<file path="src/hw/rtl/lsbsd_pkg.sv">
// Shared constants, codes and register map of the LSB stego stream decoder.
package lsbsd_pkg;

    localparam int unsigned BYTE_W  = 8;
    localparam int unsigned KIND_W  = 2;
    localparam int unsigned APB_DW  = 32;
    localparam int unsigned APB_AW  = 3;
    localparam int unsigned MAGIC_W = 16;
    localparam int unsigned SKIP_W  = 8;
    localparam int unsigned FIELD_W = 32;
    localparam int unsigned BITC_W  = 5;
    localparam int unsigned PHASE_W = 3;

    // Result kinds.
    localparam logic [KIND_W-1:0] KIND_EXT   = 2'd0;
    localparam logic [KIND_W-1:0] KIND_DATA  = 2'd1;
    localparam logic [KIND_W-1:0] KIND_ERROR = 2'd2;

    // Register indexes (word address bit paddr[2]).
    localparam logic REG_MAGIC_WORD  = 1'b0;
    localparam logic REG_HEADER_SKIP = 1'b1;

    localparam logic [MAGIC_W-1:0] MAGIC_WORD_RST  = 16'd8746;
    localparam logic [SKIP_W-1:0]  HEADER_SKIP_RST = 8'd54;

    // Field lengths in bits, reduced modulo 32 to match the 5-bit bit counter.
    localparam logic [BITC_W-1:0] MAGIC_BITS  = 5'd16;
    localparam logic [BITC_W-1:0] LENGTH_BITS = 5'd0;
    localparam logic [BITC_W-1:0] BYTE_BITS   = 5'd8;

endpackage

</file>
<file path="src/hw/rtl/lsbsd_in_if.sv">
// Valid/ready channel carrying raw carrier bytes into the decoder.
interface lsbsd_in_if;
    logic                           valid;
    logic                           ready;
    logic [lsbsd_pkg::BYTE_W-1:0]   stego_byte;
    logic                           start_req;

    modport source (output valid, output stego_byte, output start_req, input ready);
    modport sink   (input valid, input stego_byte, input start_req, output ready);
endinterface

</file>
<file path="src/hw/rtl/lsbsd_out_if.sv">
// Valid/ready channel carrying decoded result words out of the decoder.
interface lsbsd_out_if;
    logic                           valid;
    logic                           ready;
    logic [lsbsd_pkg::BYTE_W-1:0]   out_byte;
    logic [lsbsd_pkg::KIND_W-1:0]   kind;
    logic                           last;

    modport source (output valid, output out_byte, output kind, output last, input ready);
    modport sink   (input valid, input out_byte, input kind, input last, output ready);
endinterface

</file>
<file path="src/hw/rtl/lsb_stego_stream_decoder_unit.sv">
// Top level of the LSB steganography stream decoder.
//
// Usage: raw bytes of a carrier image file enter on stego_ch, one word per
// handshake; start_req marks the first byte of a new file and restarts the
// decode. After header_skip bytes, bit 0 of each byte is collected LSB first
// into a 16-bit magic, a 32-bit extension length, the extension bytes, a
// 32-bit data length and the data bytes. Each extension and data byte leaves
// on result_ch as one word with kind and a last flag; a magic mismatch gives
// one error word and the decoder halts until the next start_req.
// A byte passes through the input register and then the result register.
// Throughput is one byte per cycle while result_ch.ready stays high, set by
// the state update between the input register and the result register.
// When the receiver stalls, the result register holds its word; the input
// register still drains into it once it empties, and stego_ch.ready drops
// only while both registers are full and result_ch.ready is low. Reset clears
// both registers' valid flags, loads magic_word = 8746 and header_skip = 54,
// and puts the decoder in the header skip phase, as if a file had just
// started. Registers must be written over the APB port only while the decoder
// is idle (user's duty, unenforced): magic_word at 0, header_skip at 4.
module lsb_stego_stream_decoder_unit (
    input  logic                               clk,
    input  logic                               rst_n,
    input  logic                               psel,
    input  logic                               penable,
    input  logic                               pwrite,
    input  logic [lsbsd_pkg::APB_AW-1:0]       paddr,
    input  logic [lsbsd_pkg::APB_DW-1:0]       pwdata,
    output logic [lsbsd_pkg::APB_DW-1:0]       prdata,
    output logic                               pready,
    lsbsd_in_if.sink                           stego_ch,
    lsbsd_out_if.source                        result_ch
);

    // Decode phases.
    localparam logic [lsbsd_pkg::PHASE_W-1:0] PH_SKIP    = 3'd0;
    localparam logic [lsbsd_pkg::PHASE_W-1:0] PH_MAGIC   = 3'd1;
    localparam logic [lsbsd_pkg::PHASE_W-1:0] PH_EXTLEN  = 3'd2;
    localparam logic [lsbsd_pkg::PHASE_W-1:0] PH_EXT     = 3'd3;
    localparam logic [lsbsd_pkg::PHASE_W-1:0] PH_DATALEN = 3'd4;
    localparam logic [lsbsd_pkg::PHASE_W-1:0] PH_DATA    = 3'd5;
    localparam logic [lsbsd_pkg::PHASE_W-1:0] PH_HALT    = 3'd6;

    // Configuration registers.
    logic [lsbsd_pkg::MAGIC_W-1:0] magic_word_reg;
    logic [lsbsd_pkg::SKIP_W-1:0]  header_skip_reg;
    logic                          cfg_write;

    // Input register: only bit 0 of the byte and the start flag matter.
    logic s1_valid_reg;
    logic s1_bit_reg;
    logic s1_start_reg;
    logic advance;

    // Decode state.
    logic [lsbsd_pkg::PHASE_W-1:0] phase_reg, phase_next;
    logic [lsbsd_pkg::SKIP_W-1:0]  skip_cnt_reg, skip_cnt_next;
    logic [lsbsd_pkg::BITC_W-1:0]  bit_cnt_reg, bit_cnt_next;
    logic [lsbsd_pkg::FIELD_W-1:0] acc_reg, acc_next;
    logic [lsbsd_pkg::FIELD_W-1:0] remain_reg, remain_next;

    // Result register.
    logic                          out_valid_reg, out_valid_next;
    logic [lsbsd_pkg::BYTE_W-1:0]  out_byte_reg, out_byte_next;
    logic [lsbsd_pkg::KIND_W-1:0]  kind_reg, kind_next;
    logic                          last_reg, last_next;
    logic                          emit;

    //------------------------------------------------------------------
    // APB register file. pready is tied high; the word address is paddr[2].
    //------------------------------------------------------------------
    assign pready    = 1'b1;
    assign cfg_write = psel && penable && pwrite;

    always_ff @(posedge clk or negedge rst_n)
    begin
        if (!rst_n)
        begin
            magic_word_reg  <= lsbsd_pkg::MAGIC_WORD_RST;
            header_skip_reg <= lsbsd_pkg::HEADER_SKIP_RST;
        end
        else if (cfg_write)
        begin
            case (paddr[2])
                lsbsd_pkg::REG_MAGIC_WORD:  magic_word_reg  <= pwdata[lsbsd_pkg::MAGIC_W-1:0];
                lsbsd_pkg::REG_HEADER_SKIP: header_skip_reg <= pwdata[lsbsd_pkg::SKIP_W-1:0];
                default: ;
            endcase
        end
    end

    always_comb
    begin
        prdata = '0;
        case (paddr[2])
            lsbsd_pkg::REG_MAGIC_WORD:  prdata = 32'(magic_word_reg);
            lsbsd_pkg::REG_HEADER_SKIP: prdata = 32'(header_skip_reg);
            default:                    prdata = '0;
        endcase
    end

    //------------------------------------------------------------------
    // Handshake. The input register moves on whenever the result register
    // is empty or its word is being taken this cycle.
    //------------------------------------------------------------------
    assign advance        = !out_valid_reg || result_ch.ready;
    assign stego_ch.ready = !s1_valid_reg || advance;

    always_ff @(posedge clk or negedge rst_n)
    begin
        if (!rst_n)
        begin
            s1_valid_reg <= 1'b0;
        end
        else if (stego_ch.ready)
        begin
            s1_valid_reg <= stego_ch.valid;
        end
    end

    always_ff @(posedge clk)
    begin
        if (stego_ch.ready && stego_ch.valid)
        begin
            s1_bit_reg   <= stego_ch.stego_byte[0];
            s1_start_reg <= stego_ch.start_req;
        end
    end

    //------------------------------------------------------------------
    // Decode step for the word in the input register.
    //------------------------------------------------------------------
    always_comb
    begin
        logic [lsbsd_pkg::PHASE_W-1:0] ph;
        logic [lsbsd_pkg::SKIP_W-1:0]  skc;
        logic [lsbsd_pkg::BITC_W-1:0]  bc;
        logic [lsbsd_pkg::FIELD_W-1:0] acc;
        logic [lsbsd_pkg::FIELD_W-1:0] rem;
        logic [lsbsd_pkg::BITC_W-1:0]  width;
        logic                          gather;

        ph     = phase_reg;
        skc    = skip_cnt_reg;
        bc     = bit_cnt_reg;
        acc    = acc_reg;
        rem    = remain_reg;
        gather = 1'b0;
        width  = lsbsd_pkg::BYTE_BITS;

        emit          = 1'b0;
        out_byte_next = '0;
        kind_next     = lsbsd_pkg::KIND_EXT;
        last_next     = 1'b0;

        // A start flag restarts the file with this byte as its first byte.
        if (s1_start_reg)
        begin
            ph  = PH_SKIP;
            skc = '0;
            bc  = '0;
            acc = '0;
            rem = '0;
        end

        if (ph == PH_SKIP)
        begin
            if (skc < header_skip_reg)
            begin
                skc = skc + lsbsd_pkg::SKIP_W'(1);
            end
            else
            begin
                ph     = PH_MAGIC;
                bc     = '0;
                acc    = '0;
                gather = 1'b1;
            end
        end
        else if (ph != PH_HALT)
        begin
            gather = 1'b1;
        end

        if (gather)
        begin
            case (ph)
                PH_MAGIC:              width = lsbsd_pkg::MAGIC_BITS;
                PH_EXTLEN, PH_DATALEN: width = lsbsd_pkg::LENGTH_BITS;
                default:               width = lsbsd_pkg::BYTE_BITS;
            endcase

            acc = acc | (lsbsd_pkg::FIELD_W'(s1_bit_reg) << bc);
            bc  = bc + lsbsd_pkg::BITC_W'(1);

            // The field is complete; a 32-bit field ends when the counter wraps.
            if (bc == width)
            begin
                bc = '0;
                case (ph)
                    PH_MAGIC:
                    begin
                        if (acc[lsbsd_pkg::MAGIC_W-1:0] != magic_word_reg)
                        begin
                            ph        = PH_HALT;
                            emit      = 1'b1;
                            kind_next = lsbsd_pkg::KIND_ERROR;
                        end
                        else
                        begin
                            ph = PH_EXTLEN;
                        end
                    end
                    PH_EXTLEN:
                    begin
                        rem = acc;
                        ph  = (acc == '0) ? PH_DATALEN : PH_EXT;
                    end
                    PH_EXT:
                    begin
                        emit          = 1'b1;
                        out_byte_next = acc[lsbsd_pkg::BYTE_W-1:0];
                        kind_next     = lsbsd_pkg::KIND_EXT;
                        last_next     = (rem == lsbsd_pkg::FIELD_W'(1));
                        rem           = rem - lsbsd_pkg::FIELD_W'(1);
                        if (rem == '0)
                        begin
                            ph = PH_DATALEN;
                        end
                    end
                    PH_DATALEN:
                    begin
                        rem = acc;
                        ph  = (acc == '0) ? PH_HALT : PH_DATA;
                    end
                    PH_DATA:
                    begin
                        emit          = 1'b1;
                        out_byte_next = acc[lsbsd_pkg::BYTE_W-1:0];
                        kind_next     = lsbsd_pkg::KIND_DATA;
                        last_next     = (rem == lsbsd_pkg::FIELD_W'(1));
                        rem           = rem - lsbsd_pkg::FIELD_W'(1);
                        if (rem == '0)
                        begin
                            ph = PH_HALT;
                        end
                    end
                    default:
                    begin
                        ph = PH_HALT;
                    end
                endcase
                acc = '0;
            end
        end

        phase_next    = ph;
        skip_cnt_next = skc;
        bit_cnt_next  = bc;
        acc_next      = acc;
        remain_next   = rem;
    end

    always_ff @(posedge clk or negedge rst_n)
    begin
        if (!rst_n)
        begin
            phase_reg    <= PH_SKIP;
            skip_cnt_reg <= '0;
            bit_cnt_reg  <= '0;
            acc_reg      <= '0;
            remain_reg   <= '0;
        end
        else if (s1_valid_reg && advance)
        begin
            phase_reg    <= phase_next;
            skip_cnt_reg <= skip_cnt_next;
            bit_cnt_reg  <= bit_cnt_next;
            acc_reg      <= acc_next;
            remain_reg   <= remain_next;
        end
    end

    //------------------------------------------------------------------
    // Result register.
    //------------------------------------------------------------------
    always_comb
    begin
        if (advance)
        begin
            out_valid_next = s1_valid_reg && emit;
        end
        else
        begin
            out_valid_next = out_valid_reg;
        end
    end

    always_ff @(posedge clk or negedge rst_n)
    begin
        if (!rst_n)
        begin
            out_valid_reg <= 1'b0;
        end
        else
        begin
            out_valid_reg <= out_valid_next;
        end
    end

    always_ff @(posedge clk)
    begin
        if (advance && s1_valid_reg && emit)
        begin
            out_byte_reg <= out_byte_next;
            kind_reg     <= kind_next;
            last_reg     <= last_next;
        end
    end

    assign result_ch.valid    = out_valid_reg;
    assign result_ch.out_byte = out_byte_reg;
    assign result_ch.kind     = kind_reg;
    assign result_ch.last     = last_reg;

    //------------------------------------------------------------------
    // Assertions.
    //------------------------------------------------------------------
    // An error word carries a zero byte and no last flag.
    assert property (@(posedge clk) disable iff (!rst_n)
        (out_valid_reg && kind_reg == lsbsd_pkg::KIND_ERROR) |-> (out_byte_reg == '0 && !last_reg))
        else $error("error word with nonzero byte or last flag");

    // A halted decoder fed a byte without start produces no word.
    assert property (@(posedge clk) disable iff (!rst_n)
        (s1_valid_reg && advance && !s1_start_reg && phase_reg == PH_HALT) |=> !out_valid_reg)
        else $error("word produced while halted");

    // No hidden bits are gathered while the header is being skipped.
    assert property (@(posedge clk) disable iff (!rst_n)
        (phase_reg == PH_SKIP) |-> (bit_cnt_reg == '0 && acc_reg == '0))
        else $error("bits gathered during header skip");

endmodule

</file>
<file path="src/flat_wrapper.sv">
// flat-port wrapper written by rule: the top's interface ports become plain ports
module lsb_stego_stream_decoder_unit_flat 
  (clk, rst_n, psel, penable, pwrite, paddr, pwdata, prdata, pready, stego_ch_valid, stego_ch_stego_byte, stego_ch_start_req, stego_ch_ready, result_ch_valid, result_ch_out_byte, result_ch_kind, result_ch_last, result_ch_ready);
  lsbsd_in_if stego_ch_i ();
  lsbsd_out_if result_ch_i ();
  input  logic clk;
  input  logic rst_n;
  input  logic psel;
  input  logic penable;
  input  logic pwrite;
  input  logic [lsbsd_pkg::APB_AW-1:0] paddr;
  input  logic [lsbsd_pkg::APB_DW-1:0] pwdata;
  output logic [lsbsd_pkg::APB_DW-1:0] prdata;
  output logic pready;
  input wire logic [$bits(stego_ch_i.valid)-1:0] stego_ch_valid;
  input wire logic [$bits(stego_ch_i.stego_byte)-1:0] stego_ch_stego_byte;
  input wire logic [$bits(stego_ch_i.start_req)-1:0] stego_ch_start_req;
  output wire logic [$bits(stego_ch_i.ready)-1:0] stego_ch_ready;
  output wire logic [$bits(result_ch_i.valid)-1:0] result_ch_valid;
  output wire logic [$bits(result_ch_i.out_byte)-1:0] result_ch_out_byte;
  output wire logic [$bits(result_ch_i.kind)-1:0] result_ch_kind;
  output wire logic [$bits(result_ch_i.last)-1:0] result_ch_last;
  input wire logic [$bits(result_ch_i.ready)-1:0] result_ch_ready;
  assign stego_ch_i.valid = stego_ch_valid;
  assign stego_ch_i.stego_byte = stego_ch_stego_byte;
  assign stego_ch_i.start_req = stego_ch_start_req;
  assign stego_ch_ready = stego_ch_i.ready;
  assign result_ch_valid = result_ch_i.valid;
  assign result_ch_out_byte = result_ch_i.out_byte;
  assign result_ch_kind = result_ch_i.kind;
  assign result_ch_last = result_ch_i.last;
  assign result_ch_i.ready = result_ch_ready;
  lsb_stego_stream_decoder_unit u_core (.clk(clk), .rst_n(rst_n), .psel(psel), .penable(penable), .pwrite(pwrite), .paddr(paddr), .pwdata(pwdata), .prdata(prdata), .pready(pready), .stego_ch(stego_ch_i), .result_ch(result_ch_i));
endmodule
</file>
<file path="config.mk">
export PLATFORM = sky130hd
export DESIGN_NAME = lsb_stego_stream_decoder_unit_flat
export DESIGN_NICKNAME = d
export VERILOG_FILES = /design/src/hw/rtl/lsbsd_pkg.sv /design/src/hw/rtl/lsbsd_in_if.sv /design/src/hw/rtl/lsbsd_out_if.sv /design/src/hw/rtl/lsb_stego_stream_decoder_unit.sv /design/src/flat_wrapper.sv
export SDC_FILE = /design/constraint.sdc
export NUM_CORES = 1
export LEC_CHECK = 0
export BUFFER_PORTS_ARGS = -buffer_cell sky130_fd_sc_hd__buf_2
export CORE_MARGIN = 3
export CORE_UTILIZATION = 45
export CTS_CLUSTER_DIAMETER = 80
export DETAILED_ROUTE_END_ITERATION = 16
export PLACE_DENSITY = 0.76
export SLEW_MARGIN = 25
export SYNTH_ARGS = -nofsm -noshare
export SYNTH_HDL_FRONTEND = slang
export SYNTH_SLANG_ARGS = --single-unit
</file>
<file path="constraint.sdc">
create_clock -name clk -period 8.6 [get_ports clk]
set_clock_uncertainty 0.2 [all_clocks]
set_input_delay 0 -clock clk [delete_from_list [all_inputs] [get_ports clk]]
set_output_delay 0 -clock clk [all_outputs]
set_load 0.01 [all_outputs]
</file>
==> out/qor.csv, run 1 <==
stage,metric,value,unit
run_status,status,"finished, violations left",
run_status,failing checks,hold timing,
synthesis,share of the synthesized area in the top cell type,31.0,%
layout,Multi-input gate area,4410,µm²
timing,setup TNS,0,ns
timing,Max Slew Vio Count,0,
layout,share of layout cells above drive strength 1,17.9,%
detailed_routing,Post-route DRC,0,
global_routing,first-pass GRT wire length,35.2,mm
timing,Max-slew headroom,29.6,%
global_routing,number of global-route vias before repair,6638,
critical_path,CP max stage cell,a2111oi_4,
synthesis,Post-synth EDFFs,13,
cts,"Reg clk slew, reported paths",0.06,ns
synthesis,Synth warnings,0,
critical_path,Buffers & Inverters on Critical Path,0,
die,core area,16800,µm²
critical_path,crit-path max FO,19,
synthesis,Synth Area per Inst,9.03,µm²
cts,Root Driver,clkbuf_16,
layout,register area,3050,µm²
timing,final setup violating endpoints,0,
global_routing,initial antenna violation count,0,
layout,ANT cells,0,
critical_path,crit end category,register,
synthesis,"Distinct cells, synth",92,
die,Chip Height,138,µm
placement,Port Buffer Count,54,
pwr,Power Total,1.71,mW
layout,filler instances,1538,
synthesis,most area-hungry cell type in the Yosys netlist,dfrtp_1,
layout,P&R area growth vs syn,14.8,%
die,die area,19000,µm²
cts,CTS buffer count,17,
detailed_routing,DRT iter0 DRCs,919,
detailed_routing,Antenna Violating Nets Remaining,0,
synthesis,Most used DFF post-synth,dfrtp_1,
critical_path,Startpoint Class,register,
cts,Worst-Skew Late Latency,0.43,ns
synthesis,sequential share of the synthesized area,39.0,%
timing,Peak Freq,198,MHz
flow_run,Max Cap Viol,0,
timing,final critical-path share of the clock period,58.9,%
timing,unrepaired setup endpoints after global routing,no,
timing,"Min Clock Period, post-route",5.06,ns
pwr,maximum VDD drop,156,µV
critical_path,Crit Path Class,register to register,
critical_path,Worst Path Arrival,4.92,ns
cts,CTS tree,done,
die,Starting Density,46.5,%
synthesis,"Async S/R FF share, synth",89.1,%
detailed_routing,routed vias/inst,6.19,
critical_path,"CP delay by family, top",compound AO/OA/AOI/OAI gates,
timing,Final Hold Viols,37,
detailed_routing,TritonRoute pass-1 iters,5,
detailed_routing,routed vias,7074,
min_path,worst hold path class,input port to async pin,
synthesis,post-synthesis cell area,7830,µm²
synthesis,Gate Count Post-Synth,867,
critical_path,WP data required,8.46,ns
cts,clk sinks,119,
pwr,Power Dens Cells,190,nW/µm²
placement,routability cong.,0.887,
global_routing,gr usage total,23.8,%
die,DIE WIDTH,138,µm
detailed_routing,DR WL/cell,19.1,µm
timing,Worst Max-Slew Pin Slew,1.04,ns
pwr,LEAKAGE,3.93,nW
critical_path,worst stage delay on the critical path,0.76,ns
layout,nets@finish,969,
synthesis,Synth area leaders,"dfrtp_1, edfxtp_1, mux2_2",
detailed_routing,total wire length,21.8,mm
placement,DP HPWL,14.7,mm
cts,H-tree levels,4,
die,# IOs,97,
global_routing,grt ovf,0,
cts,clock buffer depth,2,
timing,Hold Slack,-0.0502,ns
die,Rows,47,
critical_path,CP Cell Sequence,"nor2b_1, ha_1, nand2b_1, o22a_1, a311o_1, a21boi_1, nand2_1, a22oi_1, xnor2_1, o32ai_1, a2111oi_4",
global_routing,largest net degree at the start of global routing,55,
synthesis,Synth Register Bits,119,
-- routing by layer --
metal / track usage, % / vias up / part of all wire, %
met4: 8.40 / 0 / 2.0
met2: 35.7 / 362 / 46
met5: 0 / - / 0
met3: 6.71 / 50 / 8.5
met1: 33.1 / 3405 / 44
li1: - / 3257 / -
-- cell type report --
type	instances	share of cell area, %
clock buffers	21	5.60
clock inverters	11	1.46
repair buffers	85	6.24
flip-flops and latches	119	34.0
inverters	13	0.543
multi-input cells	673	49.1
well taps	220	3.06
-- per-stage QoR --
step	worst slack (ns)	instances	cell area (µm²)	util, %
after CTS	3.54	1142	8990	53.4
after floorplan	2.62	882	7890	-
after global routing	3.21	1142	8990	53.4
after global placement	3.52	1088	8120	48.3
final	3.54	1142	8990	53.4
after detailed placement	3.62	1088	8130	48.4
-- cell usage after synthesis (4+ instances only) --
cell type   n
nor2_1     78
a21o_1      7
nor3_1     24
ha_1        9
mux2i_1     5
a32o_1     16
xnor2_1    12
o21ai_1     6
nor4b_1     6
a22o_1     22
edfxtp_1   13
nor4_2      4
mux2_2     32
nand2_1    91
buf_2       9
nand3_1     8
and3_1      7
nor2b_1    25
a211oi_1    4
a31oi_1    11
and2_1      8
dfrtp_1    97
nand2b_1   13
nor4_1     14
buf_4      22
o211ai_1    4
nor4_4      5
clkbuf_1   42
o21ai_0    43
dfstp_2     9
inv_1      12
or4_1       4
o21a_1      6
xor2_1     20
or3_1       7
nand4_1    20
a22oi_1     6
a21oi_1    61
-- what timing repair did --
item	CTS	global route
hold endpoints to repair	83	0
gates resized for setup	0	0
hold buffers	22	0
setup buffers	0	0
setup endpoints to repair	0	0
-- report_power, final --
group	internal, mW	switching [mW]	leakage [nW]
sequential	0.612	0.0528	1.52
combinational	0.119	0.165	2.11
clock	0.480	0.283	0.303
-- final timing paths --
check,startpoint,end,slack (ns),cells after the start
setup / recovery,u_core.s1_start_reg$_DFFE_PP_,u_core.result_ch.out_byte[2]$_SDFFCE_PN0P_,3.54,11
hold / removal,rst_n,u_core.s1_valid_reg$_DFFE_PN0N_,-0.05,2
setup reg to reg,u_core.s1_start_reg$_DFFE_PP_,u_core.result_ch.out_byte[2]$_SDFFCE_PN0P_,3.54,11
hold reg to reg,u_core.acc_reg[0]$_DFFE_PN0P_,u_core.acc_reg[0]$_DFFE_PN0P_,0.29,2
max in group asynchronous,rst_n,u_core.acc_reg[30]$_DFFE_PN0P_,7.09,3
min in group clk,pwrite,u_core.header_skip_reg[7]$_DFFE_PN0P_,0.07,3
-- cells in the final DEF, fill, tap and decap left out, types with 19 or more instances in the layout --
cell	synthesis	final
dlygate4sd3_1	0	22
a22o_1	22	22
dfrtp_1	97	97
a21oi_1	61	60
nor3_1	24	24
nor2b_1	25	25
nand4_1	20	20
clkbuf_16	0	19
xor2_1	20	20
buf_2	9	53
nor2_1	78	78
o21ai_0	43	43
nand2_1	91	90
mux2_2	32	32
-- cells by family (layout without fill, tap and decap cells) --
kind of cell | Yosys count | after routing | share of synthesized area [%]
simple gates | 349 | 349 | 24.9
other cells | 2 | 17 | 0.0959
buf+inv | 90 | 130 | 5.64
xor+xnor | 32 | 32 | 3.58
compound gates | 229 | 229 | 20.1
fa+ha+maj | 9 | 9 | 1.44
flops | 119 | 119 | 39.0
mux | 37 | 37 | 5.24
Note: power is estimated with default switching activity, not from simulation.
==> inputs of run 2 (changes only) <==
==> constraint.sdc (replaced) <==
create_clock -name clk -period 5.1 [get_ports clk]
set_clock_uncertainty 0.2 [all_clocks]
set_input_delay 0 -clock clk [delete_from_list [all_inputs] [get_ports clk]]
set_output_delay 0 -clock clk [all_outputs]
set_load 0.01 [all_outputs]
==> run 2 against run 1 <==
Total power grew 62%. Routed wire length is essentially flat. Largest cell class unchanged. Clock-buffer cell count decreased by 2. Flip-flop and latch count did not move. Via count rose by 0.74%. The run now ends clean. Non-clock buffer count up 10. Die area did not move. Combinational power up 71%. Largest power group unchanged. Final cell count grew 0.88%. Sequential power rose by 69%. Utilization up 0.052 points. Clock power increased by 53%.
==> out/qor.csv, run 2 (synthesis gave the netlist of run 1 again) <==
stage,metric,value,unit,change
run_status,status,"complete, no violations",,
global_routing,gr usage total,23.7,%,-0.088 points
detailed_routing,DR WL/cell,18.9,µm,-0.80%
layout,P&R area growth vs syn,14.9,%,about the same
layout,"most common cell after layout, fill and taps aside",dfrtp_1,,
cts,CTS buffer count,17,,unchanged
detailed_routing,routed vias/inst,6.19,,-0.14%
placement,Port Buffer Count,54,,unchanged
critical_path,r2r endpoint,u_core.result_ch.out_byte[5]$_SDFFCE_PN0P_,,
layout,nets@finish,979,,+1.0%
timing,Final Hold Viols,0,,-100%
global_routing,first-pass GRT wire length,35.3,mm,+0.45%
timing,unrepaired setup endpoints after global routing,no,,
cts,Root Driver,clkbuf_16,,
cts,CTS tree,done,,
pwr,maximum VDD drop,267,µV,+71%
cts,clock buffer depth,2,,unchanged
global_routing,largest net degree at the start of global routing,60,,+9.1%
detailed_routing,routed vias,7126,,+0.74%
detailed_routing,total wire length,21.8,mm,about the same
die,Chip Height,138,µm,unchanged
timing,Max-slew headroom,26.6,%,-3.0 points
layout,Non-Filler Instances,1152,,+0.88%
critical_path,Reg2Reg Setup Slack,0.74,ns,-2.80 ns
layout,ANT cells,0,,unchanged
min_path,worst hold path class,input port to async pin,,
layout,"leading cell types in the layout, fill and taps excluded","dfrtp_1, nand2_1, nor2_1, a21oi_1, buf_2",,
cts,post-CTS sizing,0,,unchanged
timing,setup TNS,0,ns,unchanged
timing,"Min Clock Period, post-route",4.36,ns,-0.704 ns
die,core area,16800,µm²,unchanged
cts,Worst-Skew Late Latency,0.43,ns,about the same
critical_path,worst stage delay on the critical path,0.67,ns,-0.09 ns
critical_path,"CP delay by family, top",compound AO/OA/AOI/OAI gates,,
detailed_routing,DRT iter0 DRCs,904,,-1.6%
die,# IOs,97,,unchanged
cts,cts hold-fix bufs,22,,unchanged
placement,Post-Place Cells,1098,,+0.92%
pwr,Power Dens Cells,309,nW/µm²,+62%
cts,clk sinks,119,,unchanged
critical_path,CP max stage cell,o32ai_1,,
pwr,LEAKAGE,3.96,nW,+0.74%
detailed_routing,Post-route DRC,0,,unchanged
critical_path,CP Cell Sequence,"nor2b_1, ha_1, a21oi_1, o21ai_0, a21oi_1, a21boi_1, buf_4, or4_1, a22oi_1, nand4_1, o32ai_1, a2111oi_2, buf_4",,
critical_path,Buffers & Inverters on Critical Path,2,,+2
cts,postcts setup bufs,0,,unchanged
critical_path,crit end category,register,,
flow_run,Max Cap Viol,0,,unchanged
timing,final worst setup slack,0.743,ns,-2.80 ns
die,die area,19000,µm²,unchanged
critical_path,RR Startpoint,u_core.s1_start_reg$_DFFE_PP_,,
placement,DP HPWL,14.6,mm,-0.57%
cts,H-tree levels,4,,unchanged
detailed_routing,Antenna Violating Nets Remaining,0,,unchanged
timing,Max Slew Vio Count,0,,unchanged
placement,Placement Setup Slack,0.894,ns,-2.72 ns
placement,routability cong.,0.912,,+2.8%
detailed_routing,TritonRoute pass-1 iters,7,,+2
critical_path,R2R cell count,13,,+2
die,Rows,47,,unchanged
global_routing,number of global-route vias before repair,6697,,+0.89%
critical_path,WP data required,5.07,ns,-3.39 ns
timing,Peak Freq,229,MHz,+16%
timing,Worst Max-Slew Pin Slew,1.09,ns,+0.0489 ns
timing,final critical-path share of the clock period,85.4,%,+27 points
die,DIE WIDTH,138,µm,unchanged
critical_path,Crit Path Class,register to register,,
layout,share of layout cells above drive strength 1,18.7,%,+0.77 points
die,Starting Density,46.5,%,unchanged
timing,final setup violating endpoints,0,,unchanged
critical_path,Worst Path Arrival,4.33,ns,-0.59 ns
critical_path,Startpoint Class,register,,
cts,"Reg clk slew, reported paths",0.06,ns,about the same
critical_path,crit-path max FO,16,,-3
global_routing,initial antenna violation count,0,,unchanged
global_routing,grt ovf,0,,unchanged
==> run 2: worst max path at each step <==
| stage | slack, ns | cells past startpoint | end | from |
|---|---|---|---|---|
| floorplan | 0.20 | 15 | u_core.result_ch.kind[0]$_SDFFCE_PN0P_ | u_core.s1_start_reg$_DFFE_PP_ |
| finish | 0.74 | 13 | u_core.result_ch.out_byte[5]$_SDFFCE_PN0P_ | u_core.s1_start_reg$_DFFE_PP_ |
| global placement | 0.93 | 13 | u_core.result_ch.last$_SDFFCE_PN0P_ | u_core.s1_start_reg$_DFFE_PP_ |
| detailed placement | 0.89 | 13 | u_core.result_ch.out_byte[5]$_SDFFCE_PN0P_ | u_core.s1_start_reg$_DFFE_PP_ |
| global route | 0.44 | 13 | u_core.result_ch.last$_SDFFCE_PN0P_ | u_core.s1_start_reg$_DFFE_PP_ |
| CTS | 0.78 | 13 | u_core.result_ch.out_byte[5]$_SDFFCE_PN0P_ | u_core.s1_start_reg$_DFFE_PP_ |
==> run 2: layer usage <==
layer  GRT usage, %  wire length (µm)  part of all wire [%]
met5              0                 0                     0
met4           8.95               534                   2.4
met3           5.48              1940                   8.9
met2           35.0              9760                    45
met1           34.0              9590                    44
==> run 2: final cells by class <==
class | instances | area, µm²
sequential | 119 | 3050
tap | 220 | 275
inverter | 13 | 48.8
multi-input combinational | 673 | 4400
timing repair buffer | 95 | 636
clock inverter | 13 | 108
fill | 1509 | 7820
clock buffer | 19 | 475
==> run 2: report_power, final <==
part	internal, mW	switching [mW]	total [mW]
Clock	0.690	0.485	1.17
Sequential	1.03	0.0884	1.12
Combinational	0.206	0.280	0.486
==> run 2: stage by stage <==
step | cell area, µm² | power [mW] | hold slack, ns | utilization [%]
global placement | 8190 | 1.58 | -0.0754 | 48.7
finish | 9000 | 2.78 | 0.0317 | 53.5
floorplan | 7890 | 1.45 | -0.496 | -
CTS | 9000 | 2.78 | 0.0284 | 53.5
global route | 9000 | 2.91 | 0.0694 | 53.5
detailed placement | 8190 | 1.59 | -0.0716 | 48.7
==> inputs of run 3 (changes only) <==
--- a/config.mk
+++ b/config.mk
@@ -8,6 +8,7 @@
 export BUFFER_PORTS_ARGS = -buffer_cell sky130_fd_sc_hd__buf_2
 export CORE_MARGIN = 3
 export CORE_UTILIZATION = 45
+export CTS_BUF_LIST = sky130_fd_sc_hd__clkbuf_2 sky130_fd_sc_hd__clkbuf_4 sky130_fd_sc_hd__clkbuf_8
 export CTS_CLUSTER_DIAMETER = 80
 export DETAILED_ROUTE_END_ITERATION = 16
 export PLACE_DENSITY = 0.76
==> run 3 against run 2 <==
The flow now finishes with violations (hold timing). Design area fell by 1.9%. Worst hold slack got worse by 0.035 ns. Maximum frequency is 1.3% higher. Critical path type unchanged. Clock-buffer cell count decreased by 2. Total power down 11%. Die area is the same. Flip-flop and latch count did not move. Non-clock buffer count rose by 1.
==> out/qor.csv, run 3 (synthesis gave the netlist of run 1 again) <==
stage,metric,value,unit,change
min_path,worst hold path class,input port to async pin,,
detailed_routing,DRT iter0 DRCs,1087,,+20%
global_routing,number of global-route vias before repair,6782,,+1.3%
cts,Root Driver,clkbuf_8,,
cts,"Reg clk slew, reported paths",0.08,ns,+0.02 ns
global_routing,met3 Use GR,4.86,%,-0.62 points
critical_path,Startpoint Class,register,,
layout,post-layout util,52.5,%,-1.0 points
layout,ANT cells,0,,unchanged
timing,"Min Clock Period, post-route",4.30,ns,-0.0574 ns
pwr,maximum VDD drop,233,µV,-12%
layout,nets@finish,980,,+0.10%
critical_path,Crit Path Class,register to register,,
timing,final critical-path share of the clock period,84.3,%,-1.1 points
timing,Final Hold Viols,8,,+8
cts,clock buffer depth,2,,unchanged
global_routing,first-pass GRT wire length,35.0,mm,-1.0%
placement,routability cong.,0.912,,unchanged
critical_path,crit-path max FO,16,,unchanged
cts,postcts setup bufs,0,,unchanged
detailed_routing,TritonRoute pass-1 iters,6,,-1
timing,final setup violating endpoints,0,,unchanged
cts,H-tree levels,4,,unchanged
layout,"leading cell types in the layout, fill and taps excluded","dfrtp_1, nand2_1, nor2_1, a21oi_1, buf_2",,
timing,Peak Freq,233,MHz,+1.3%
flow_run,Max Cap Viol,0,,unchanged
die,Chip Height,138,µm,unchanged
timing,Max Slew Vio Count,0,,unchanged
detailed_routing,total wire length,21.5,mm,-1.4%
placement,DP HPWL,14.6,mm,unchanged
die,core area,16800,µm²,unchanged
pwr,Power Dens Cells,282,nW/µm²,-8.9%
die,DIE WIDTH,138,µm,unchanged
die,die area,19000,µm²,unchanged
global_routing,grt ovf,0,,unchanged
cts,Worst-Skew Late Latency,0.45,ns,+0.02 ns
timing,Worst Max-Slew Pin Slew,0.991,ns,-0.100 ns
global_routing,gr usage total,23.4,%,-0.29 points
detailed_routing,Antenna Violating Nets Remaining,0,,unchanged
detailed_routing,routed vias,7134,,+0.11%
die,# IOs,97,,unchanged
die,Starting Density,46.5,%,unchanged
layout,share of layout cells above drive strength 1,18.6,%,-0.020 points
critical_path,Worst Path Arrival,4.30,ns,-0.03 ns
timing,unrepaired setup endpoints after global routing,no,,
timing,Max-slew headroom,33.3,%,+6.8 points
layout,"most common cell after layout, fill and taps aside",dfrtp_1,,
global_routing,met1 Usage GRT,33.8,%,-0.19 points
cts,clk sinks,119,,unchanged
detailed_routing,DR WL/cell,18.7,µm,-1.5%
layout,filler instances,1521,,+0.80%
layout,P&R area growth vs syn,12.7,%,
global_routing,grt peak-use layer,met2,,
placement,Port Buffer Count,54,,unchanged
critical_path,WP data required,5.10,ns,+0.03 ns
global_routing,largest net degree at the start of global routing,60,,unchanged
global_routing,met2 Usage GRT,34.8,%,-0.22 points
detailed_routing,routed vias/inst,6.19,,about the same
detailed_routing,Post-route DRC,0,,unchanged
pwr,LEAKAGE,3.88,nW,-2.0%
critical_path,crit end category,register,,
run_status,status,"finished, violations left",,
cts,CTS buffer count,17,,unchanged
global_routing,initial antenna violation count,0,,unchanged
die,Rows,47,,unchanged
timing,Hold Slack,-0.00342,ns,-0.0352 ns
run_status,failing checks,hold timing,,
timing,setup TNS,0,ns,unchanged
critical_path,Reg2Reg Setup Slack,0.80,ns,+0.06 ns
cts,CTS tree,done,,
## run 3: cell count changes in the layout (fill, tap and decap cells not counted), sizes merged
cell and change:
clkbuf -2, dlygate4sd3 +1, bufinv +2
## run 3: per-layer routing
layer	wire length (µm)	vias to the layer above
li1	-	3274
met1	9520	3422
met2	9620	389
met3	1850	49
met4	520	0
met5	0	-
## run 3: through the flow
stage / hold slack, ns / instances / cell area, µm² / total power, mW / setup slack (ns)
final: -0.00342 / 1153 / 8820 / 2.49 / 0.800
after global routing: 0.0466 / 1153 / 8820 / 2.61 / 0.526
after CTS: 0.0125 / 1153 / 8820 / 2.49 / 0.857
after global placement: -0.0754 / 1098 / 8190 / 1.58 / 0.931
after detailed placement: -0.0716 / 1098 / 8190 / 1.59 / 0.894
after floorplan: -0.496 / 882 / 7890 / 1.45 / 0.198
## run 3: area by class of cell
class / count / area (µm²) / area share [%]
clock inverters: 15 / 168 / 1.90
repair buffers: 96 / 646 / 7.32
well taps: 220 / 275 / 3.12
clock buffers: 17 / 234 / 2.65
inverters: 13 / 48.8 / 0.553
multi-input cells: 673 / 4400 / 49.9
flip-flops and latches: 119 / 3050 / 34.6
## run 3: power breakdown
group / internal [mW] / switching, mW
registers: 1.03 / 0.0875
clock network: 0.445 / 0.442
logic: 0.206 / 0.276
## run 3: repair_timing
action	4_1_cts	5_1_grt
gates resized for setup	0	0
endpoints found under the setup margin	0	0
hold buffers	23	0
hold endpoints to repair	88	0
## run 3: path summary, 6_finish.rpt
check	from	to	cells after the start
max in group asynchronous	rst_n	u_core.remain_reg[21]$_DFFE_PN0P_	3
worst min register to register	u_core.acc_reg[0]$_DFFE_PN0P_	u_core.acc_reg[0]$_DFFE_PN0P_	2
worst max register to register	u_core.s1_start_reg$_DFFE_PP_	u_core.result_ch.out_byte[5]$_SDFFCE_PN0P_	13
worst min-delay path	rst_n	u_core.s1_valid_reg$_DFFE_PN0N_	2
worst max-delay path	u_core.s1_start_reg$_DFFE_PP_	u_core.result_ch.out_byte[5]$_SDFFCE_PN0P_	13
min in group clk	penable	u_core.header_skip_reg[5]$_DFFE_PN1P_	3
## run 3: worst max-delay path, cell delays in order (launching register included)
cell       delay, ns
edfxtp_1        0.65
nor2b_1         0.36
ha_1            0.20
a21oi_1         0.08
o21ai_0         0.24
a21oi_1         0.12
a21boi_1        0.16
buf_4           0.18
or4_1           0.40
a22oi_1         0.19
nand4_1         0.20
o32ai_1         0.67
a2111oi_2       0.16
buf_4           0.22
